File: src/rtl/core/wcs_pkg.sv
// Shared types and constants of the windowed count sketch.
// No dependencies.
package wcs_pkg;

  localparam int unsigned ColW    = 10;
  localparam int unsigned EstW    = 28;
  localparam int unsigned SeqW    = 32;
  localparam int unsigned CtrW    = 16;
  localparam int unsigned TagW    = 16;

  // Sketch geometry. The datapath keeps four column and sign inputs and
  // takes the area from the low bits of the epoch, so these stay fixed.
  localparam int unsigned ROWS    = 4;
  localparam int unsigned COLUMNS = 1024;
  localparam int unsigned AREAS   = 4;

  // Function codes of the input item.
  typedef enum logic [1:0] {
    FUNC_INSERT = 2'd0,
    FUNC_QUERY  = 2'd1,
    FUNC_CLEAR  = 2'd2,
    FUNC_NONE   = 2'd3
  } func_e;

  // Configuration register indexes.
  localparam logic CFG_WINDOW = 1'b0;
  localparam logic CFG_SCALE  = 1'b1;

  // Counter thresholds of the linear range.
  localparam logic signed [CtrW-1:0] LinMax = 16'sd127;
  localparam logic signed [CtrW-1:0] LinMin = -16'sd128;

  // Divider request and response.
  typedef struct packed {
    logic          start;
    logic [SeqW-1:0] dividend;
    logic [15:0]   divisor;
  } div_req_t;

  typedef struct packed {
    logic          done;
    logic [SeqW-1:0] quotient;
  } div_rsp_t;

endpackage

File: src/rtl/core/wcs_div.sv
// Restoring bit-serial divider: 32-bit dividend by 16-bit divisor.
// Depends on wcs_pkg.
module wcs_div (
  input  logic              clk_i,
  input  logic              rst_ni,
  input  wcs_pkg::div_req_t req_i,
  output wcs_pkg::div_rsp_t rsp_o
);
  import wcs_pkg::*;

  logic [SeqW-1:0] quo_q, quo_d;
  logic [16:0]     rem_q, rem_d;
  logic [15:0]     dvs_q, dvs_d;
  logic [5:0]      cnt_q, cnt_d;
  logic            busy_q, busy_d;
  logic            done_q, done_d;
  logic [16:0]     trial;

  // One quotient bit per cycle.
  always_comb begin
    quo_d  = quo_q;
    rem_d  = rem_q;
    dvs_d  = dvs_q;
    cnt_d  = cnt_q;
    busy_d = busy_q;
    done_d = 1'b0;
    trial  = {rem_q[15:0], quo_q[SeqW-1]};
    if (req_i.start) begin
      quo_d  = req_i.dividend;
      rem_d  = '0;
      dvs_d  = (req_i.divisor == 16'd0) ? 16'd1 : req_i.divisor;
      cnt_d  = 6'(SeqW);
      busy_d = 1'b1;
    end else if (busy_q) begin
      if (trial >= {1'b0, dvs_q}) begin
        rem_d = trial - {1'b0, dvs_q};
        quo_d = {quo_q[SeqW-2:0], 1'b1};
      end else begin
        rem_d = trial;
        quo_d = {quo_q[SeqW-2:0], 1'b0};
      end
      cnt_d = cnt_q - 6'd1;
      if (cnt_q == 6'd1) begin
        busy_d = 1'b0;
        done_d = 1'b1;
      end
    end
  end

  always_ff @(posedge clk_i or negedge rst_ni) begin
    if (!rst_ni) begin
      busy_q <= 1'b0;
      done_q <= 1'b0;
      cnt_q  <= '0;
    end else begin
      busy_q <= busy_d;
      done_q <= done_d;
      cnt_q  <= cnt_d;
    end
  end

  always_ff @(posedge clk_i) begin
    quo_q <= quo_d;
    rem_q <= rem_d;
    dvs_q <= dvs_d;
  end

  assign rsp_o.done     = done_q;
  assign rsp_o.quotient = quo_q;

endmodule

File: config.mk
export PLATFORM = sky130hd
export DESIGN_NAME = wcs_div
export DESIGN_NICKNAME = d
export VERILOG_FILES = /design/src/rtl/core/wcs_pkg.sv /design/src/rtl/core/wcs_div.sv
export SDC_FILE = /design/constraint.sdc
export NUM_CORES = 1
export LEC_CHECK = 0
export ABC_AREA = 1
export BUFFER_PORTS_ARGS = -buffer_cell sky130_fd_sc_hd__buf_2
export CAP_MARGIN = 20
export CORE_ASPECT_RATIO = 1.75
export CORE_MARGIN = 4
export CORE_UTILIZATION = 50
export DETAILED_ROUTE_END_ITERATION = 8
export MAX_ROUTING_LAYER = met4
export PLACE_DENSITY = 0.73
export SYNTH_ARGS = -nofsm -noshare
export SYNTH_HDL_FRONTEND = slang
export SYNTH_SLANG_ARGS = --single-unit
File: constraint.sdc
create_clock -name clk_i -period 1.95 [get_ports clk_i]
set_input_delay 0.0975 -clock clk_i [delete_from_list [all_inputs] [get_ports clk_i]]
set_output_delay 0.0975 -clock clk_i [all_outputs]
set_load 0.01 [all_outputs]
# Yosys cells after proc, flatten, opt, wreduce, memory -nomap -nowiden
# Cells that the tools add are included.
[op_classes]
add_sub_neg = 2
n_lt_le_gt_ge = 1
n_eq_ne = 1
mux = 12
reduce_logical = 2
[ops]
columns = ["operator", "count"]
rows = [
  ["$mux 32", 2],
  ["$ge 17x16->1", 1],
  ["$logic_not 16->1", 1],
  ["$mux 16", 1],
  ["$sub 16x16->16", 1],
  ["$mux 6", 2],
  ["$mux 1", 7],
  ["$eq 6x1->1 const B", 1],
  ["$sub 6x1->6 const B", 1],
  ["$reduce_bool 2->1", 1],
]
[totals]
register_bits = 72
inputBits = 51
out_inout_bits = 33
wordCells = 24

# Logic depth before layout (Yosys ltp)
# Gate-level depths: netlist of run 1.
[depth]
ltp_word = 4
ltp_mapped = 15
mapped_depth_nobuf = 14

# Least setup slack after synthesis of run 1
# OpenSTA, ideal clock, no wires.
[synth_timing]
path_type = "register to register"
start = "register quo_q[31]"
end = "register rem_q[12]"
setup_time_ps = 113
arrival_ps = 1687
required_time_ps = 1837
slack_ps = 150
stages_incl_launch_ff = 12
path_buffers = 0
synth_period_minus_slack_ps = 1800
cell_sequence = "edfxtp_1 > inv_1 > ha_1 > fa_1 > o21bai_1 > nand2_1 > nand3_1 > nand2_1 > nand2_1 > nand2_1 > nand3_1 > nand2_1"
[synth_via]
elab_chain_cells = 2
word_cells_on_any_way = 3
cone_classes = "add/sub (1); order compare (1); mux (1)"
[synth_rtl]
columns = ["item", "line", "source"]
rows = [
  ["start, declared", "wcs_div.sv:11", "logic [SeqW-1:0] quo_q, quo_d;"],
  ["start signal, assigned", "wcs_div.sv:63", "quo_q <= quo_d;"],
  ["$sub 16x16->16 / $ge 17x16->1 (equally long branches)", "wcs_div.sv:36, wcs_div.sv:35", ""],
  ["$mux 16 (*)", "wcs_div.sv:35", "if (trial >= {1'b0, dvs_q}) begin"],
  ["end signal, assigned", "wcs_div.sv:64", "rem_q <= rem_d;"],
  ["end, declared", "wcs_div.sv:12", "logic [16:0] rem_q, rem_d;"],
]
# Mark *: on every way between the ends. The rest lies on a longest branch, timed or not.
# A chain may end at the register's enable or synchronous reset.

# Final worst setup path of run 1
[layout_timing]
start = "register dvs_q[14]"
end = "register rem_q[8]"
[layout_via]
elab_chain_cells = 2
[layout_rtl]
columns = ["item", "line", "source"]
rows = [
  ["start, declared", "wcs_div.sv:13", "logic [15:0] dvs_q, dvs_d;"],
  ["start signal, assigned", "wcs_div.sv:65", "dvs_q <= dvs_d;"],
  ["$ge 17x16->1", "wcs_div.sv:35", ""],
  ["$mux 16", "wcs_div.sv:35", ""],
]
# No other way between the ends.

==> results.sh, run 1 <==
export IMPL_synth_cells=535
export IMPL_ys_seq_elements=72
export IMPL_r2r_slack_ps=50
export IMPL_vias_per_cell=5.07
export IMPL_status="completed"
export IMPL_avgSynthCellArea_um2=7.94
export IMPL_mostFrequentLayoutCells="nand2_1 (216), buf_2 (83), inv_1 (60)"
export IMPL_antenna_found_initial=0
export IMPL_critPathMostFrequentCell="nand3_1"
export IMPL_fp_row_count=44
export IMPL_routabilityCongestion=0.962
export IMPL_numClockSinks=72
export IMPL_overflow=0
export IMPL_use_met3_pct=4.49
export IMPL_synth_cell_types=37
export IMPL_ys_warn_count=0
export IMPL_cpMaxStageDelayCell="edfxtp_1"
export IMPL_cp_max_fo=5
export IMPL_finalSetupViolCount=0
export IMPL_r2r_end="rem_q[8]"
export IMPL_drt_initial_drc_count=368
export IMPL_dr_pass1_iters=6
export IMPL_worstSetupPathType="reg -> reg"
export IMPL_clkSlewWorstSetupHoldPaths_ps=60
export IMPL_worstPathArrival_ps=2120
export IMPL_io_pins=84
export IMPL_stdcell_count=758
export IMPL_area_growth_pct=29.9
export IMPL_die_w_um=77.7
export IMPL_reg2reg_depth=12
export IMPL_numCtsBuffers=9
export IMPL_use_met2_pct=39.8
export IMPL_cts_root_buf="clkbuf_16"
export IMPL_core_um2=8310
export IMPL_timing_rr_start="dvs_q[14]"
export IMPL_grt_pass1_wl_um=17300
export IMPL_die_h_um=130
export IMPL_track_usage_pct=22.3
export IMPL_dp_hpwl_um=7800
export IMPL_layout_commonest_cell="nand2_1"
export IMPL_critical_path_startpoint="dvs_q[14]"
export IMPL_drive_above_1_share_pct=27.5
export IMPL_maxCapViolCount=0
export IMPL_drv_slew=0
export IMPL_portBuffers=83
export IMPL_hp_class="in -> reg"
export IMPL_cts_tree="done"
export IMPL_routed_wl_um=10800
export IMPL_start_util_pct=51.1
export IMPL_dp_cells=720
export IMPL_grt_pass1_vias=3847
export IMPL_grt_most_used_layer="met2"
export IMPL_drc=0
export IMPL_finClkSkew_ps=8.44
export IMPL_synth_fp_nets=605
export IMPL_nets=708
export IMPL_fmax_mhz=527
export IMPL_die_area_um2=10100
export IMPL_ys_seq_area_share_pct=46.2
export IMPL_cp_slowest_stage_delay_ps=360
export IMPL_ir_worst_vdd_uv=850
export IMPL_cp_endpoint="rem_q[8]"
export IMPL_final_hold_violation_count=0
export IMPL_netlist_area_um2=4250
export IMPL_worstSkewPairLatency_ps=340
export IMPL_period_needed_ps=1900
export IMPL_routedWlPerCell_um=14.3
export IMPL_num_vias=3840
export IMPL_path_cells="inv_1 > ha_4 > buf_4 > nand3_1 > nor2_1 > nand3_2 > nand2_4 > nor2_8 > clkbuf_16 > nand3b_1 > nand3_1 > nand2_1"
export IMPL_start_kind="flop"
export IMPL_antenna_left=0
export IMPL_grt_max_degree=44
export IMPL_insertedDiodeCount=0
export IMPL_grtUsageMet1_pct=23.5
export IMPL_fin_tns_setup_ps=0
export IMPL_power_leakage_nw=2.81
export IMPL_maxSlewHeadroom_pct=60.2
export IMPL_fin_crit_sh_pct=97.3
export IMPL_cts_htree_levels=3
export IMPL_cp_required_ps=2170
export IMPL_power_density_nw_per_um2=1200
export IMPL_worst_slew_pin_slew_ps=591
export IMPL_clock_path_buffers=2
export IMPL_cp_end_kind="flop"
[state kept, by name (all words and copies together) (netlist names)]
register  cells
rem_q        16
busy_q        1
quo_q        32
cnt_q         6
done_q        1
dvs_q        16
[cells in the mapped netlist]
cell type	count	share of area, %
a21oi_1	13	1.5
a21oi_4	1	0.38
a31oi_1	1	0.15
a41o_1	1	0.24
buf_1	1	0.088
buf_12	1	0.47
buf_2	1	0.12
buf_4	1	0.18
buf_6	3	0.80
clkbuf_1	22	1.9
dfrtp_1	8	4.7
dfxtp_1	16	7.5
edfxtp_1	48	34
fa_1	1	0.47
ha_1	18	5.3
inv_1	64	5.7
inv_2	4	0.35
nand2_1	223	20
nand2_2	13	1.9
nand2_4	2	0.53
nand2_8	1	0.47
nand3_1	26	3.1
nand3_2	3	0.71
nand3b_1	18	3.2
nand3b_2	1	0.27
nand4_1	4	0.59
nor2_1	11	0.97
nor2_2	3	0.44
nor2_8	1	0.47
nor3_1	6	0.71
nor4_1	5	0.74
o21a_1	1	0.18
o21ai_0	5	0.59
o21bai_1	1	0.18
o22ai_1	1	0.15
xnor2_1	5	1.0
xor2_1	1	0.21
[what timing repair did]
item	4_1_cts	5_1_grt
setup endpoints to repair	5	16
setup buffers	0	5
gates cloned	0	1
endpoints found under the hold margin	22	1
hold buffers	15	1
pin swaps	0	7
resized for setup	3	40
[layout make-up]
cell class | count | area [um2]
well taps | 115 | 144
inverters | 68 | 255
repair buffers | 121 | 786
clock buffers | 10 | 229
multi-input cells | 366 | 2080
fillers | 645 | 2800
flip-flops and latches | 72 | 1960
clock inverters | 6 | 58.8
[kinds of logic after synthesis]
kind of cell,count (synthesis),synth area share [%]
AOI/OAI and AO/OA,24,3.39
and+or+nand+nor,317,33.8
xor gates and xnor gates,6,1.24
buffers and inverters,97,9.61
adders and majority gates,19,5.78
DFF,72,46.2
[critical path, delay by kind of cell (launching register included)]
kind,cells,cell delay (ps)
fa+ha+maj,1,220
flops,1,360
buf+inv,3,430
simple gates,8,760
[routing by layer]
metal,vias to the layer above,part of all wire (%)
li1,1895,-
met1,1772,38
met2,141,54
met3,32,4.9
met4,0,3.4
met5,-,0
[power breakdown]
part	total [mW]	switching, mW	internal, mW	leakage [nW]
logic	2.88	1.61	1.27	1.94
clock network	1.60	0.616	0.983	0.138
registers	2.13	0.219	1.91	0.737
total	6.61	2.44	4.16	2.81
[worst min path at each step]
| stage | from | depth (start not counted) | slack (ps) | end |
|---|---|---|---|---|
| after floorplan | rst_ni | 0 | -200 | busy_q |
| after global placement | rst_ni | 1 | -60 | cnt_q[3] |
| after detailed placement | rst_ni | 1 | -50 | cnt_q[3] |
| after CTS | req_i[8] | 1 | 4 | dvs_q[8] |
| after global routing | req_i[31] | 3 | 30 | quo_q[15] |
| final | req_i[35] | 3 | 30 | quo_q[19] |
[through the flow]
step                      worst slack [ps]  cell area, um2  hold slack (ps)  total power, mW  util (%)
after floorplan                        150            4250             -198             3.92         -
after global placement                17.6            4780            -56.2             4.50      57.6
after detailed placement            -0.804            4780            -50.0             4.54      57.6
after CTS                             4.62            5230             4.12             6.18      62.9
after global routing                 -77.7            5520             34.0             7.03      66.3
final                                 52.8            5520             33.3             6.61      66.3
Power figures use the tool's default switching activity.
==> run 2, diff against run 1 <==
--- a/config.mk
+++ b/config.mk
@@ -8,12 +8,14 @@
 export ABC_AREA = 1
 export BUFFER_PORTS_ARGS = -buffer_cell sky130_fd_sc_hd__buf_2
 export CAP_MARGIN = 20
+export CELL_PAD_IN_SITES_DETAIL_PLACEMENT = 0
+export CELL_PAD_IN_SITES_GLOBAL_PLACEMENT = 1
 export CORE_ASPECT_RATIO = 1.75
-export CORE_MARGIN = 4
-export CORE_UTILIZATION = 50
+export CORE_MARGIN = 1.5
+export CORE_UTILIZATION = 41
 export DETAILED_ROUTE_END_ITERATION = 8
 export MAX_ROUTING_LAYER = met4
-export PLACE_DENSITY = 0.73
+export PLACE_DENSITY_LB_ADDON = 0.1
 export SYNTH_ARGS = -nofsm -noshare
 export SYNTH_HDL_FRONTEND = slang
 export SYNTH_SLANG_ARGS = --single-unit
==> run 2 against run 1 <==
Count of clock-buffer cells in the layout grew 3. First-iteration DRC count shrank 52%. Sequential share of layout area shrank 0.97 points. Flip-flop and latch count is the same. Worst hold slack gained 5.3 ps. Critical path depth grew 1. Total power grew 3.0%. Critical path type unchanged. Critical endpoint is now rem_q[11]. Largest cell class unchanged.
==> results.sh, run 2 (synthesized netlist as in run 1, its figures left out) <==
export IMPL_status="completed"
export IMPL_cp_endpoint="rem_q[11]"
export IMPL_maxCapViolCount=0
export IMPL_r2r_end="rem_q[11]"
export IMPL_stdcell_count=782
export IMPL_regMostFlops="quo_q"
export IMPL_routed_wl_um=11500
export IMPL_critical_path_startpoint="rem_q[10]"
export IMPL_ir_worst_vdd_uv=662
export IMPL_finClkSkew_ps=6.60
export IMPL_crit_family="simple AND/OR/NAND/NOR gates"
export IMPL_r2r_slack_ps=80
export IMPL_antenna_found_initial=0
export IMPL_largest_reg_flops=32
export IMPL_nets=720
export IMPL_drive_above_1_share_pct=30.8
export IMPL_drt_initial_drc_count=177
export IMPL_grt_pass1_wl_um=17900
export IMPL_cp_max_fo=8
export IMPL_routedWlPerCell_um=14.7
export IMPL_path_cells="ha_4 > nand2_2 > inv_2 > nand2_2 > nor2_4 > nand3_2 > nand2_4 > nor2_8 > buf_12 > nand2_8 > nand2_1 > nand3_1 > nand2_1"
export IMPL_finalHoldWorstSlack_ps=38.7
export IMPL_io_pins=84
export IMPL_cp_slowest_stage_delay_ps=430
export IMPL_start_util_pct=41.7
export IMPL_die_h_um=138
export IMPL_worstSetupPathType="reg -> reg"
export IMPL_reg_top3="quo_q x32, dvs_q x16, rem_q x16"
export IMPL_worstPathArrival_ps=2140
export IMPL_wl_met2_um=6400
export IMPL_fmax_mhz=535
export IMPL_pre_cts_ws_ps=-93.2
export IMPL_dr_pass1_iters=4
export IMPL_period_needed_ps=1870
export IMPL_final_cell_area_um2=5670
export IMPL_fin_util_pct=55.7
export IMPL_dp_hpwl_um=8360
export IMPL_layout_commonest_cell="nand2_1"
export IMPL_total_power_mw=6.81
export IMPL_fin_tns_setup_ps=0
export IMPL_highest_layer="met4"
export IMPL_cp_num_buf_inv=2
export IMPL_mostFrequentLayoutCells="nand2_1 (212), buf_2 (83), inv_1 (54)"
export IMPL_hold_depth=3
export IMPL_postPlaceCellArea_um2=4910
export IMPL_portBuffers=83
export IMPL_fp_row_count=49
export IMPL_wl_met1_um=4330
export IMPL_cp_required_ps=2220
export IMPL_dp_cells=743
export IMPL_power_leakage_nw=2.87
export IMPL_numCtsBuffers=9
export IMPL_track_usage_pct=21.9
export IMPL_clkSlewWorstSetupHoldPaths_ps=60
export IMPL_drv_slew=0
export IMPL_worstSkewPairLatency_ps=330
export IMPL_final_hold_violation_count=0
export IMPL_clock_path_buffers=2
export IMPL_grt_pass1_vias=3750
export IMPL_cpMaxStageDelayCell="dfxtp_1"
export IMPL_grt_max_degree=38
export IMPL_num_vias=3737
export IMPL_routabilityCongestion=0.834
export IMPL_worst_slew_pin_slew_ps=624
export IMPL_fin_crit_sh_pct=95.9
export IMPL_antenna_left=0
export IMPL_rsz0062_at_grt="yes"
export IMPL_cts_htree_levels=3
export IMPL_numClockSinks=72
export IMPL_die_w_um=79.9
export IMPL_hp_class="in -> reg"
export IMPL_start_kind="flop"
export IMPL_setup_ws_ps=80.9
export IMPL_cts_root_buf="clkbuf_16"
export IMPL_cts_tree="done"
export IMPL_finalSetupViolCount=0
export IMPL_vias_per_cell=4.78
export IMPL_maxSlewHeadroom_pct=58.0
export IMPL_power_density_nw_per_um2=1200
export IMPL_insertedDiodeCount=0
export IMPL_reg2reg_depth=13
export IMPL_cp_end_kind="flop"
export IMPL_cp_num_cells=13
export IMPL_wl_met3_um=382
export IMPL_timing_rr_start="rem_q[10]"
export IMPL_die_area_um2=11000
export IMPL_drc=0
export IMPL_area_growth_pct=33.6
export IMPL_overflow=0
export IMPL_core_um2=10200
run 2: worst min path at each step:
stage / slack, ps / from / endpoint
5_1_grt: 30 / req_i[8] / dvs_q[8]
4_1_cts: 20 / req_i[31] / quo_q[15]
3_5_place_dp: -50 / rst_ni / cnt_q[5]
2_1_floorplan: -200 / rst_ni / busy_q
6_report: 40 / req_i[45] / quo_q[29]
3_3_place_gp: -50 / rst_ni / cnt_q[5]
run 2: layout make-up:
cell class / count / area, um2
multi-input cells: 367 / 2140
clock buffers: 13 / 250
fillers: 1031 / 4510
flip-flops and latches: 72 / 1960
well taps: 127 / 159
repair buffers: 132 / 888
inverters: 68 / 255
clock inverters: 3 / 17.5
run 2: timing repair:
action | 4_1_cts | 5_1_grt
pin swaps | 0 | 11
endpoints found under the hold margin | 22 | 0
gates cloned | 0 | 2
resized for setup | 2 | 50
hold buffers | 15 | 0
endpoints found under the setup margin | 4 | 16
setup buffers | 0 | 6
run 2: power breakdown:
group	internal (mW)	switching (mW)	total (mW)	leakage, nW
logic	1.47	1.68	3.16	2.00
clock network	0.893	0.615	1.51	0.130
registers	1.91	0.230	2.14	0.737
run 2: metal layers:
metal	track usage, %	vias to the layer above
li1	-	1920
met1	22.6	1709
met2	40.0	89
met3	3.31	19
met4	10.2	0
met5	-	-
run 2: worst reg2reg max path: stages, from the launching register on:
cell     delay [ps]
dfxtp_1         430
ha_4            260
nand2_2          80
inv_2            40
nand2_2          90
nor2_4           60
nand3_2          70
nand2_4          70
nor2_8          250
buf_12          150
nand2_8          90
nand2_1          90
nand3_1          60
nand2_1          70
